**src/sv/sstq_pkg.sv**
```systemverilog
package sstq_pkg;

  // Queue geometry
  localparam int QUEUE_DEPTH = 32;
  localparam int CNT_W       = $clog2(QUEUE_DEPTH + 1);

  // Field widths
  localparam int TIME_W  = 63;
  localparam int TICKS_W = 64;
  localparam int ID_W    = 8;
  localparam int BATCH_W = 6;
  localparam int CMD_W   = 2;
  localparam int CODE_W  = 2;

  // Wake time that means "nothing queued"
  localparam logic [TIME_W-1:0] WAKE_NONE = '1;

  // Reset value of the batch register
  localparam logic [BATCH_W-1:0] BATCH_RESET = BATCH_W'(8);

  // Command codes
  localparam logic [CMD_W-1:0] CMD_TICK  = 2'd0;
  localparam logic [CMD_W-1:0] CMD_SLEEP = 2'd1;
  localparam logic [CMD_W-1:0] CMD_WAKE  = 2'd2;

  // Status codes
  localparam logic [CODE_W-1:0] ST_OK      = 2'd0;
  localparam logic [CODE_W-1:0] ST_FULL    = 2'd1;
  localparam logic [CODE_W-1:0] ST_IGNORED = 2'd2;

  // Result kinds
  localparam logic KIND_STATUS = 1'b0;
  localparam logic KIND_WOKEN  = 1'b1;

  // Controller to datapath commands
  typedef struct packed {
    logic accept;       // take the input beat and run its first step
    logic pop_emit;     // release the queue head as a woken beat
    logic head_upd;     // record the head wake time as earliest
    logic set_more;     // batch limit reached
    logic emit_status;  // send the closing status beat
  } sstq_cmd_t;

  // Datapath to controller status
  typedef struct packed {
    logic out_free;     // output register can take a beat this cycle
    logic head_due;     // queue head is due at the current tick
    logic batch_hit;    // this pop reaches the batch limit
    logic batch_zero;   // batch register is zero
  } sstq_stat_t;

endpackage

```
**src/sv/sstq_ctrl.sv**
```systemverilog
module sstq_ctrl (
  input  logic                          clk,
  input  logic                          rst_n,
  input  logic                          in_valid,
  input  logic [sstq_pkg::CMD_W-1:0]    in_command,
  output logic                          in_stall,
  input  sstq_pkg::sstq_stat_t          stat,
  output sstq_pkg::sstq_cmd_t           cmd
);
  import sstq_pkg::*;

  localparam logic [1:0] S_IDLE   = 2'd0;
  localparam logic [1:0] S_WAKE   = 2'd1;
  localparam logic [1:0] S_STATUS = 2'd2;

  logic [1:0] state_r;
  logic [1:0] state_nxt;

  assign in_stall = (state_r != S_IDLE);

  // Sequence one command: accept, optional wakeup loop, closing status
  always_comb begin
    state_nxt = state_r;
    cmd       = '0;
    case (state_r)
      S_IDLE: begin
        if (in_valid) begin
          cmd.accept = 1'b1;
          if (in_command == CMD_WAKE && !stat.batch_zero) begin
            state_nxt = S_WAKE;
          end else begin
            state_nxt = S_STATUS;
          end
        end
      end
      S_WAKE: begin
        if (stat.out_free) begin
          if (stat.head_due) begin
            cmd.pop_emit = 1'b1;
            if (stat.batch_hit) begin
              cmd.set_more = 1'b1;
              state_nxt    = S_STATUS;
            end
          end else begin
            cmd.head_upd = 1'b1;
            state_nxt    = S_STATUS;
          end
        end
      end
      S_STATUS: begin
        if (stat.out_free) begin
          cmd.emit_status = 1'b1;
          state_nxt       = S_IDLE;
        end
      end
      default: begin
        state_nxt = S_IDLE;
      end
    endcase
  end

  always_ff @(posedge clk) begin
    if (!rst_n) begin
      state_r <= S_IDLE;
    end else begin
      state_r <= state_nxt;
    end
  end

endmodule

```
**config.mk**
```make
export PLATFORM = sky130hd
export DESIGN_NAME = sstq_ctrl
export DESIGN_NICKNAME = d
export VERILOG_FILES = /design/src/sv/sstq_pkg.sv /design/src/sv/sstq_ctrl.sv
export SDC_FILE = /design/constraint.sdc
export NUM_CORES = 1
export LEC_CHECK = 0
export BUFFER_PORTS_ARGS = -buffer_cell sky130_fd_sc_hd__buf_2
export CAP_MARGIN = 0
export CORE_AREA = 2 2 39 41
export CTS_BUF_LIST = sky130_fd_sc_hd__clkbuf_4
export CTS_CLUSTER_DIAMETER = 120
export DETAILED_ROUTE_END_ITERATION = 8
export DIE_AREA = 0 0 41 43
export PLACE_DENSITY_LB_ADDON = 0.25
export SLEW_MARGIN = 20
export SYNTH_ARGS = -nofsm -noshare
export SYNTH_HDL_FRONTEND = slang
export SYNTH_SLANG_ARGS = --single-unit
export TNS_END_PERCENT = 1
```
**constraint.sdc**
```tcl
create_clock -name clk -period 2.9 [get_ports clk]
set_clock_uncertainty 0.1 [all_clocks]
set_input_delay 0.87 -clock clk [delete_from_list [all_inputs] [get_ports clk]]
set_output_delay 0.87 -clock clk [all_outputs]
set_load 0.005 [all_outputs]
```
==> reports/metrics.yaml, run 1 <==
final_layout:
  utilization_pct: 19.9
  diodes: 0
  syn_to_final_growth_pct: 69.2
  nets: 47
  nFillCells: 148
  largest_reg_flops: 2
  top_register: "state_r"
  multi_input_area_um2: 123
  regArea_um2: 40.0
  top_regs: "state_r (2)"
  drive_gt1_share_pct: 55.6
setup_path:
  cp.required_ns: 1.93
  crit_fanout: 4
  crit_path_start_kind: "input port"
  crit_type: "input port to output pin"
  worst_setup_path_end_kind: "output pin"
  cp.arrival_ns: 1.47
run_status:
  status: "complete, no violations"
floorplanning:
  std_cell_rows: 14
  num_io_pins: 15
  start_util_pct: 11.8
  die_y_um: 43
  die_w_um: 41
  die_area_um2: 1760
  coreArea_um2: 1380
drt:
  ant_nets: 0
  drt-total-wl_um: 419
  drt_iter0_markers: 3
  vias: 202
  firstDrtPassIters: 4
  remaining_drc_errors: 0
  routed_via_density: 3.88
  routedWlPerCell_um: 8.06
synthesis:
  synth_area_per_cell_um2: 8.56
  yosysUniqueCellTypes: 16
  yosys_warnings: 0
  synth_area_leader_cell: "dfxtp_1"
  ys_ff_latch: 2
  synth_area_leaders: "dfxtp_1 (25%), and3b_1 (11%), nand2b_1 (7.7%)"
  syn_area_um2: 163
  synth_top_area_share_pct: 24.6
  synth_cells: 19
  syn_nets: 28
  ys_seq_area_share_pct: 24.6
grt:
  grt_usage_pct: 6.71
  antenna_found_initial: 0
  overflow: 0
  grt_max_degree: 8
  grt_pass1_vias: 196
  grt_pass1_wl_um: 724
power:
  powerDensity_nw_per_um2: 407
  finalPower_mw: 0.112
  leakage_nw: 0.146
  ir_drop_v: 0.000121
timing:
  max_slew_margin_pct: 80.9
  setup_viol: 0
  max_freq_ghz: 0.409
  worstMarginPinSlew_ns: 0.285
  fin_crit_sh_pct: 84.3
  min_period_ns: 2.44
  hold_viol: 0
  rsz0062_at_grt: "no"
  maxSlewViolCount: 0
  fin_tns_setup_ns: 0
  fin_hold_ws_ns: 0.508
hold_path:
  hold_class: "flip-flop to flip-flop"
clock_network:
  cts_tree: "yes"
  clkSinkCount: 2
  numCtsBuffers: 3
  hold_buffers: 0
  clk_latency_ns: 0.22
  cts_resized: 0
  clk_pin_slew_ns: 0.03
  clock-root-buffer: "clkbuf_4"
  htreeDepth: 1
  cts_buffer_depth: 2
  cts_setup_buffers: 0
place:
  dp_hpwl_um: 334
  io_buffer_count: 14
  gp_congestion: 0.618
run:
  maxCapViolCount: 0
-- report_power, final --
part | switching, mW | total, mW | leakage [nW] | internal (mW)
Combinational | 0.00771 | 0.0201 | 0.116 | 0.0124
Sequential | 0.00235 | 0.0318 | 0.0164 | 0.0295
Clock | 0.0145 | 0.0600 | 0.0138 | 0.0455
-- final timing paths --
kind / startpoint / cells after the start / slack, ns / end
min: state_r[1]$_SDFFE_PN0P_ / 2 / 0.51 / state_r[0]$_SDFFE_PN0P_
max: stat[3] / 4 / 0.46 / cmd[1]
min reg2reg: state_r[1]$_SDFFE_PN0P_ / 2 / 0.51 / state_r[0]$_SDFFE_PN0P_
max reg2reg: state_r[1]$_SDFFE_PN0P_ / 3 / 1.80 / state_r[1]$_SDFFE_PN0P_
-- per-layer routing --
layer / up-vias / track usage (%) / wire [um]
met4: 0 / 8.00 / 0
met3: 0 / 4.71 / 68
met2: 15 / 7.19 / 132
met1: 81 / 7.32 / 218
li1: 106 / - / -
met5: - / 0 / 0
-- critical path, cell delays in order --
cell	delay (ns)
buf_2	0.11
and3b_1	0.19
and3_1	0.18
buf_2	0.12
-- layout make-up --
cell class | count | share of cell area [%]
multi-input combinational | 17 | 44.5
timing repair buffer | 14 | 25.5
sequential | 2 | 14.5
clock buffer | 3 | 8.18
tap | 16 | 7.27
-- stage by stage --
| step | instances | area (um^2) | worst slack [ns] |
|---|---|---|---|
| after detailed placement | 49 | 253 | 0.453 |
| after CTS | 52 | 275 | 0.452 |
| after global routing | 52 | 275 | 0.424 |
| after global placement | 49 | 253 | 0.455 |
| after floorplan | 19 | 163 | 0.712 |
| final | 52 | 275 | 0.456 |
-- cells in the final DEF (no fill, tap or decap), drive strengths merged, types with 2 or more instances in the layout --
master  count
nand2b      2
clkbuf      3
nor3b       2
and3b       2
buf        14
dfxtp       2
-- cell families after synthesis --
logic type | synth area share, %
compound gates | 16.2
simple gates | 59.2
flops | 24.6
-- cells in the mapped netlist --
| cell type | number |
|---|---|
| nand2_1 | 1 |
| nor4bb_1 | 1 |
| dfxtp_1 | 2 |
| and3b_1 | 2 |
| a21oi_1 | 1 |
| nor2b_1 | 1 |
| a21bo_2 | 1 |
| or2_2 | 1 |
| nand3b_1 | 1 |
| o21ai_1 | 1 |
| nor3b_2 | 1 |
| and3_1 | 1 |
| and2_1 | 1 |
| nor3b_1 | 1 |
| a31oi_1 | 1 |
| nand2b_1 | 2 |
Note: power is estimated with default switching activity, not from simulation.
==> run 2: changes to the inputs <==
Settings changed: ABC_AREA set to 1.
Clock period 2.9 ns to 2.1 ns, I/O delays scaled along.
==> run 2 against run 1 <==
Net effect: setup slack got worse by 0.29 ns; sequential cell count unchanged; highest routed layer unchanged; combinational power grew to 4.8 times the previous value; first-iteration DRC count is 33% higher; area after synthesis up 11%; critical path depth increased by 1; sequential share of layout area shrank 1.1 points; clock-buffer cell count unchanged; non-clock buffer count stayed put.
==> reports/metrics.yaml, run 2 <==
run_status:
  status: "complete, no violations"  # unchanged
timing:
  fin_crit_sh_pct: 92.3
  hold_viol: 0  # unchanged
  min_period_ns: 1.94
  setup_viol: 0  # unchanged
  rsz0062_at_grt: "no"  # unchanged
  max_slew_margin_pct: 90.2  # was 80.9%
  maxSlewViolCount: 0  # unchanged
  layout_setup_ws_ns: 0.162  # was 0.456 ns
  worstMarginPinSlew_ns: 0.146  # was 0.285 ns
  fin_tns_setup_ns: 0  # unchanged
  max_freq_ghz: 0.516
grt:
  antenna_found_initial: 0  # unchanged
  grt_usage_pct: 6.61  # was 6.71%
  grt_pass1_wl_um: 759  # was 724 um
  grt_max_degree: 5  # was 8
  grt_pass1_vias: 209  # was 196
  overflow: 0  # unchanged
synthesis:
  yosys_warnings: 0  # unchanged
  synthArstFlopShare_pct: 0  # unchanged
  synth_area_per_cell_um2: 5.46  # was 8.56 um^2
  synth_area_leaders: "dfxtp_1 (22%), inv_1 (17%), nand2_1 (15%)"  # was dfxtp_1 (25%), and3b_1 (11%), nand2b_1 (7.7%)
  synth-edff-count: 0  # unchanged
  yosysUniqueCellTypes: 12  # was 16
  syn_nets: 42  # was 28
  ys.flop_type: "dfxtp_1"  # unchanged
  synth_top_cells_by_count: "inv_1 (8), nand2_1 (7), nor2_1 (7)"  # was and3b_1 (2), dfxtp_1 (2), nand2b_1 (2)
  synth_cells: 33  # was 19
  synth_area_leader_cell: "dfxtp_1"  # unchanged
  ys_ff_latch: 2  # unchanged
  ys_seq_area_share_pct: 22.2  # was 24.6%
  synth_top_area_share_pct: 22.2  # was 24.6%
  synth.most_common_cell: "inv_1"
  syn_area_um2: 180  # was 163 um^2
floorplanning:
  std_cell_rows: 14  # unchanged
  die_y_um: 43  # unchanged
  die_area_um2: 1760  # unchanged
  num_io_pins: 15  # unchanged
  die_w_um: 41  # unchanged
  coreArea_um2: 1380  # unchanged
  start_util_pct: 13.0  # was 11.8%
final_layout:
  top_regs: "state_r (2)"  # unchanged
  stdcell_area_um2: 298  # was 275 um^2
  top_register: "state_r"  # unchanged
  layout_commonest_cell: "buf_2"  # unchanged
  largest_reg_flops: 2  # unchanged
  syn_to_final_growth_pct: 65.3  # was 69.2%
  drive_gt1_share_pct: 40.0  # was 55.6%
  final_cell_mix: "buf_2 (14), inv_1 (8), nor2_1 (7), nand2_1 (7), clkbuf_4 (3)"  # was buf_2 (14), clkbuf_4 (3), and3b_1 (2), nand2b_1 (2), dfxtp_1 (2)
  diodes: 0  # unchanged
  nets: 61  # was 47
clock_network:
  cts_tree: "yes"  # unchanged
  hold_buffers: 0  # unchanged
  htreeDepth: 1  # unchanged
  clk_pin_slew_ns: 0.03  # about the same
  cts_buffer_depth: 2  # unchanged
  clock-root-buffer: "clkbuf_4"  # unchanged
  numCtsBuffers: 3  # unchanged
  clkSinkCount: 2  # unchanged
  clk_latency_ns: 0.22  # about the same
place:
  dp_hpwl_um: 387  # was 334 um
  place_area_um2: 270  # was 253 um^2
  dp_slack_ns: 0.114  # was 0.453 ns
  io_buffer_count: 14  # unchanged
  gp_congestion: 0.705  # was 0.618
setup_path:
  crit_start: "stat[3]"  # unchanged
  r2r_start: "state_r[1]$_SDFFE_PN0P_"  # unchanged
  cp.required_ns: 1.37  # was 1.93 ns
  slowest_stage: "nor3_2"  # was and3b_1
  slowest_delay_ns: 0.18  # was 0.19 ns
  crit_chain: "buf_2 -> inv_1 -> nor3_2 -> and2_1 -> buf_2"  # was buf_2 -> and3b_1 -> and3_1 -> buf_2
  crit_fanout: 4  # unchanged
  worst_setup_path_end_kind: "output pin"  # unchanged
  crit_type: "input port to output pin"  # unchanged
  cp.arrival_ns: 1.21  # was 1.47 ns
  path_common_cell: "buf_2"  # unchanged
  crit_path_start_kind: "input port"  # unchanged
power:
  leakage_nw: 0.187  # was 0.146 nW
  ir_drop_v: 0.000232  # was 0.000121 V
  powerDensity_nw_per_um2: 801  # was 407 nW/um^2
drt:
  ant_nets: 0  # unchanged
  vias: 238  # was 202
  drt-total-wl_um: 465  # was 419 um
  firstDrtPassIters: 2  # was 4
  routed_via_density: 3.61  # was 3.88
  remaining_drc_errors: 0  # unchanged
  drt_iter0_markers: 4  # was 3
  routedWlPerCell_um: 7.05  # was 8.06 um
hold_path:
  hold_class: "flip-flop to flip-flop"  # unchanged
  hp-start: "state_r[1]$_SDFFE_PN0P_"  # unchanged
run:
  maxCapViolCount: 0  # unchanged
## run 2: cell types whose count changed after synthesis, sizes merged, moves of 2 or more
cell	previous run	this run
nand2	1	8
nor2	0	7
nor3b	2	0
inv	0	8
and3b	2	0
nor3	0	2
nand2b	2	0
## run 2: worst paths after layout
kind / cells after the start / end / slack, ns
min: 2 / state_r[1]$_SDFFE_PN0P_ / 0.43
max reg2reg: 7 / state_r[0]$_SDFFE_PN0P_ / 1.03
max: 5 / cmd[1] / 0.16
min reg2reg: 2 / state_r[1]$_SDFFE_PN0P_ / 0.43
## run 2: stage by stage
| stage | hold WS (ns) | cells | utilization (%) | power, mW |
|---|---|---|---|---|
| finish | 0.426 | 66 | 21.5 | 0.238 |
| global route | 0.454 | 66 | 21.5 | 0.269 |
| CTS | 0.430 | 66 | 21.2 | 0.247 |
| detailed placement | 0.427 | 63 | 19.5 | 0.156 |
| global placement | 0.421 | 63 | 19.5 | 0.158 |
| floorplan | 0.388 | 33 | - | 0.122 |
## run 2: area by class of cell
| cell class | count | area [um^2] |
|---|---|---|
| Fill cell | 174 | 1090 |
| Multi-Input combinational cell | 23 | 115 |
| Timing Repair Buffer | 14 | 70.1 |
| Sequential cell | 2 | 40.0 |
| Inverter | 8 | 30.0 |
| Clock buffer | 3 | 22.5 |
| Tap cell | 16 | 20.0 |
## run 2: per-layer routing
layer	vias up	routed length (um)	track usage, %
met2	8	213	8.75
met4	0	0	6.00
met3	0	47	3.14
met5	-	0	0
li1	134	-	-
met1	96	204	7.32
## run 2: logic make-up (layout without fill, tap and decap cells)
group | count (synthesis) | after routing | share of synthesized area [%]
buf+inv | 8 | 25 | 16.7
compound gates | 3 | 3 | 9.72
flops | 2 | 2 | 22.2
simple gates | 20 | 20 | 51.4
## run 2: power breakdown
part / internal, mW / leakage (nW) / switching [mW]
Combinational: 0.0412 / 0.157 / 0.0561
Clock: 0.0630 / 0.0138 / 0.0208
Sequential: 0.0480 / 0.0166 / 0.00948
Total: 0.152 / 0.187 / 0.0863
## run 2: critical path, delay by kind of cell
family / cells / cell delay, ns
simple gates: 2 / 0.31
buf+inv: 3 / 0.26
## run 2: timing repair
action | 4_1_cts | 5_1_grt
buffers inserted | 0 | 0
setup endpoints to repair | 0 | 1
resized for setup | 0 | 1
endpoints found under the hold margin | 0 | 0
==> run 3: changes to the inputs <==
Clock period 2.1 ns to 1.8 ns, I/O delays scaled along.
==> run 3 against run 2 <==
Net effect: combinational power increased by 36%; routed wire length increased by 7.5%; register-to-register slack got worse by 0.34 ns; hold slack got worse by 0.020 ns; non-clock buffer count increased by 2; sequential power increased by 25%; power increased by 28%; global-route usage increased by 0.90 points; critical path type unchanged; design area increased by 9.7%; via count increased by 4.2%; clock power increased by 21%; largest cell class unchanged.
==> reports/metrics.yaml, run 3 (same netlist as run 2, synthesis figures left out) <==
power:
  leakage_nw: 0.203  # was 0.187 nW
  power.internal_mw: 0.191  # was 0.152 mW
  swShare_pct: 37.6  # was 36.2%
  finalPower_mw: 0.306  # was 0.238 mW
  switching_power_mw: 0.115  # was 0.0863 mW
  comb_power_share_pct: 43.3  # was 40.8%
  ir_drop_v: 0.000310  # was 0.000232 V
  powerDensity_nw_per_um2: 936  # was 801 nW/um^2
  p_seq_share_pct: 23.6  # was 24.1%
  pwr-share-clk_pct: 33.2  # was 35.1%
setup_path:
  rrSetupSlack_ns: 0.69  # was 1.03 ns
  worst_r2r_endpoint: "state_r[0]$_SDFFE_PN0P_"  # unchanged
  cp.required_ns: 1.16  # was 1.37 ns
  crit_fanout: 3  # was 4
  r2r_start: "state_r[1]$_SDFFE_PN0P_"  # unchanged
  crit_path_start_kind: "input port"  # unchanged
  cp.arrival_ns: 1.09  # was 1.21 ns
  crit_type: "input port to output pin"  # unchanged
  reg2reg_depth: 9  # was 7
  worst_setup_path_end_kind: "output pin"  # unchanged
place:
  dpl.cell_count: 64  # was 63
  gp_congestion: 0.708  # was 0.705
  dp_slack_ns: 0.0116  # was 0.114 ns
  io_buffer_count: 14  # unchanged
  dp_hpwl_um: 375  # was 387 um
final_layout:
  syn_to_final_growth_pct: 81.2  # was 65.3%
  finalNonFillerCells: 68  # was 66
  nFillCells: 156  # was 174
  top_regs: "state_r (2)"  # unchanged
  top_register: "state_r"  # unchanged
  final_cell_mix: "buf_2 (14), nor2_1 (7), nand2_1 (7)"  # was buf_2 (14), inv_1 (8), nor2_1 (7), nand2_1 (7), clkbuf_4 (3)
  drive_gt1_share_pct: 50.0  # was 40.0%
  diodes: 0  # unchanged
  utilization_pct: 23.6  # was 21.5%
  nets: 63  # was 61
  largest_reg_flops: 2  # unchanged
  layout_commonest_cell: "buf_2"  # unchanged
drt:
  firstDrtPassIters: 4  # was 2
  drt-total-wl_um: 500  # was 465 um
  ant_nets: 0  # unchanged
  vias: 248  # was 238
  remaining_drc_errors: 0  # unchanged
  drt_iter0_markers: 3  # was 4
  routed_via_density: 3.65  # was 3.61
  routedWlPerCell_um: 7.35  # was 7.05 um
timing:
  setup_viol: 0  # unchanged
  hold_viol: 0  # unchanged
  max_slew_margin_pct: 89.9  # was 90.2%
  maxSlewViolCount: 0  # unchanged
  fin_crit_sh_pct: 96.1
  worstMarginPinSlew_ns: 0.150  # was 0.146 ns
  max_freq_ghz: 0.578
  min_period_ns: 1.73
  rsz0062_at_grt: "yes"  # was no
  fin_tns_setup_ns: 0  # unchanged
  layout_setup_ws_ns: 0.0695  # was 0.162 ns
grt:
  grt_usage_pct: 7.51  # was 6.61%
  antenna_found_initial: 0  # unchanged
  grt_pass1_wl_um: 814  # was 759 um
  grt_max_degree: 5  # unchanged
  overflow: 0  # unchanged
  grt_pass1_vias: 221  # was 209
floorplanning:
  die_y_um: 43  # unchanged
  die_area_um2: 1760  # unchanged
  num_io_pins: 15  # unchanged
  std_cell_rows: 14  # unchanged
  die_w_um: 41  # unchanged
  start_util_pct: 13.0  # unchanged
  coreArea_um2: 1380  # unchanged
hold_path:
  whs_path_depth: 2  # unchanged
  hold_end: "state_r[1]$_SDFFE_PN0P_"  # unchanged
  hold_class: "flip-flop to flip-flop"  # unchanged
  hp-start: "state_r[1]$_SDFFE_PN0P_"  # unchanged
clock_network:
  cts_tree: "yes"  # unchanged
  cts_buffer_depth: 2  # unchanged
  clock-root-buffer: "clkbuf_4"  # unchanged
  clkSinkCount: 2  # unchanged
  numCtsBuffers: 3  # unchanged
  htreeDepth: 1  # unchanged
  clk_pin_slew_ns: 0.03  # about the same
  clk_latency_ns: 0.23  # was 0.22 ns
run:
  maxCapViolCount: 0  # unchanged
run_status:
  status: "complete, no violations"  # unchanged
[run 3: cell count changes in the layout (fill, tap and decap cells not counted)]
cell     before  now
inv_2         0    2
dfxtp_1       2    0
nand2_2       1    0
dfxtp_2       0    2
buf_4         0    2
nor3_2        1    0
nand2_4       0    1
inv_1         8    6
nor3_4        0    1
[run 3: repair_timing]
action | in CTS | in global routing
resized for setup | 0 | 7
hold buffers | 0 | 0
setup buffers | 0 | 1
endpoints found under the setup margin | 0 | 1
[run 3: worst max-delay path by stage]
| stage | from | end | slack, ns | cells after the start |
|---|---|---|---|---|
| 2_1_floorplan | stat[3] | cmd[1] | 0.15 | 3 |
| 3_3_place_gp | stat[3] | cmd[1] | 0.02 | 5 |
| 3_5_place_dp | stat[3] | cmd[1] | 0.01 | 5 |
| 4_1_cts | stat[3] | cmd[1] | 0.01 | 5 |
| 5_1_grt | state_r[1]$_SDFFE_PN0P_ | cmd[1] | -0.03 | 5 |
| 6_report | stat[3] | cmd[1] | 0.07 | 5 |
[run 3: critical path, cell delays in order]
cell and delay (ns):
buf_2 0.10, inv_2 0.05, nor3_4 0.17, and2_1 0.13
buf_2 0.10
[run 3: final cells by class]
cell class / count / area (um^2) / share of cell area (%)
Multi-Input combinational cell: 23 / 126 / 38.7
Timing Repair Buffer: 16 / 85.1 / 26.1
Sequential cell: 2 / 42.5 / 13.0
Inverter: 8 / 30.0 / 9.20
Clock buffer: 3 / 22.5 / 6.90
Tap cell: 16 / 20.0 / 6.13
[run 3: per-layer routing]
metal	global-route usage [%]	vias to the layer above	part of all wire, %
li1	-	138	-
met3	4.71	0	7.8
met5	0	-	0
met2	8.75	8	48
met4	8.00	0	0
met1	8.28	102	44
[run 3: power by group through the flow]
| stage | Clock (mW) | Combinational, mW | Sequential, mW |
|---|---|---|---|
| finish | 0.101 | 0.132 | 0.0720 |
| global route | 0.118 | 0.153 | 0.0739 |
| CTS | 0.110 | 0.118 | 0.0661 |
| detailed placement | 0 | 0.117 | 0.0668 |
| global placement | 0 | 0.118 | 0.0671 |
| floorplan | 0 | 0.0769 | 0.0649 |
[run 3: metrics by stage]
step           area [um^2]  hold WS (ns)
2_1_floorplan          180         0.388
3_3_place_gp           278         0.418
3_5_place_dp           278         0.422
4_1_cts                300         0.426
5_1_grt                327         0.434
6_report               327         0.406
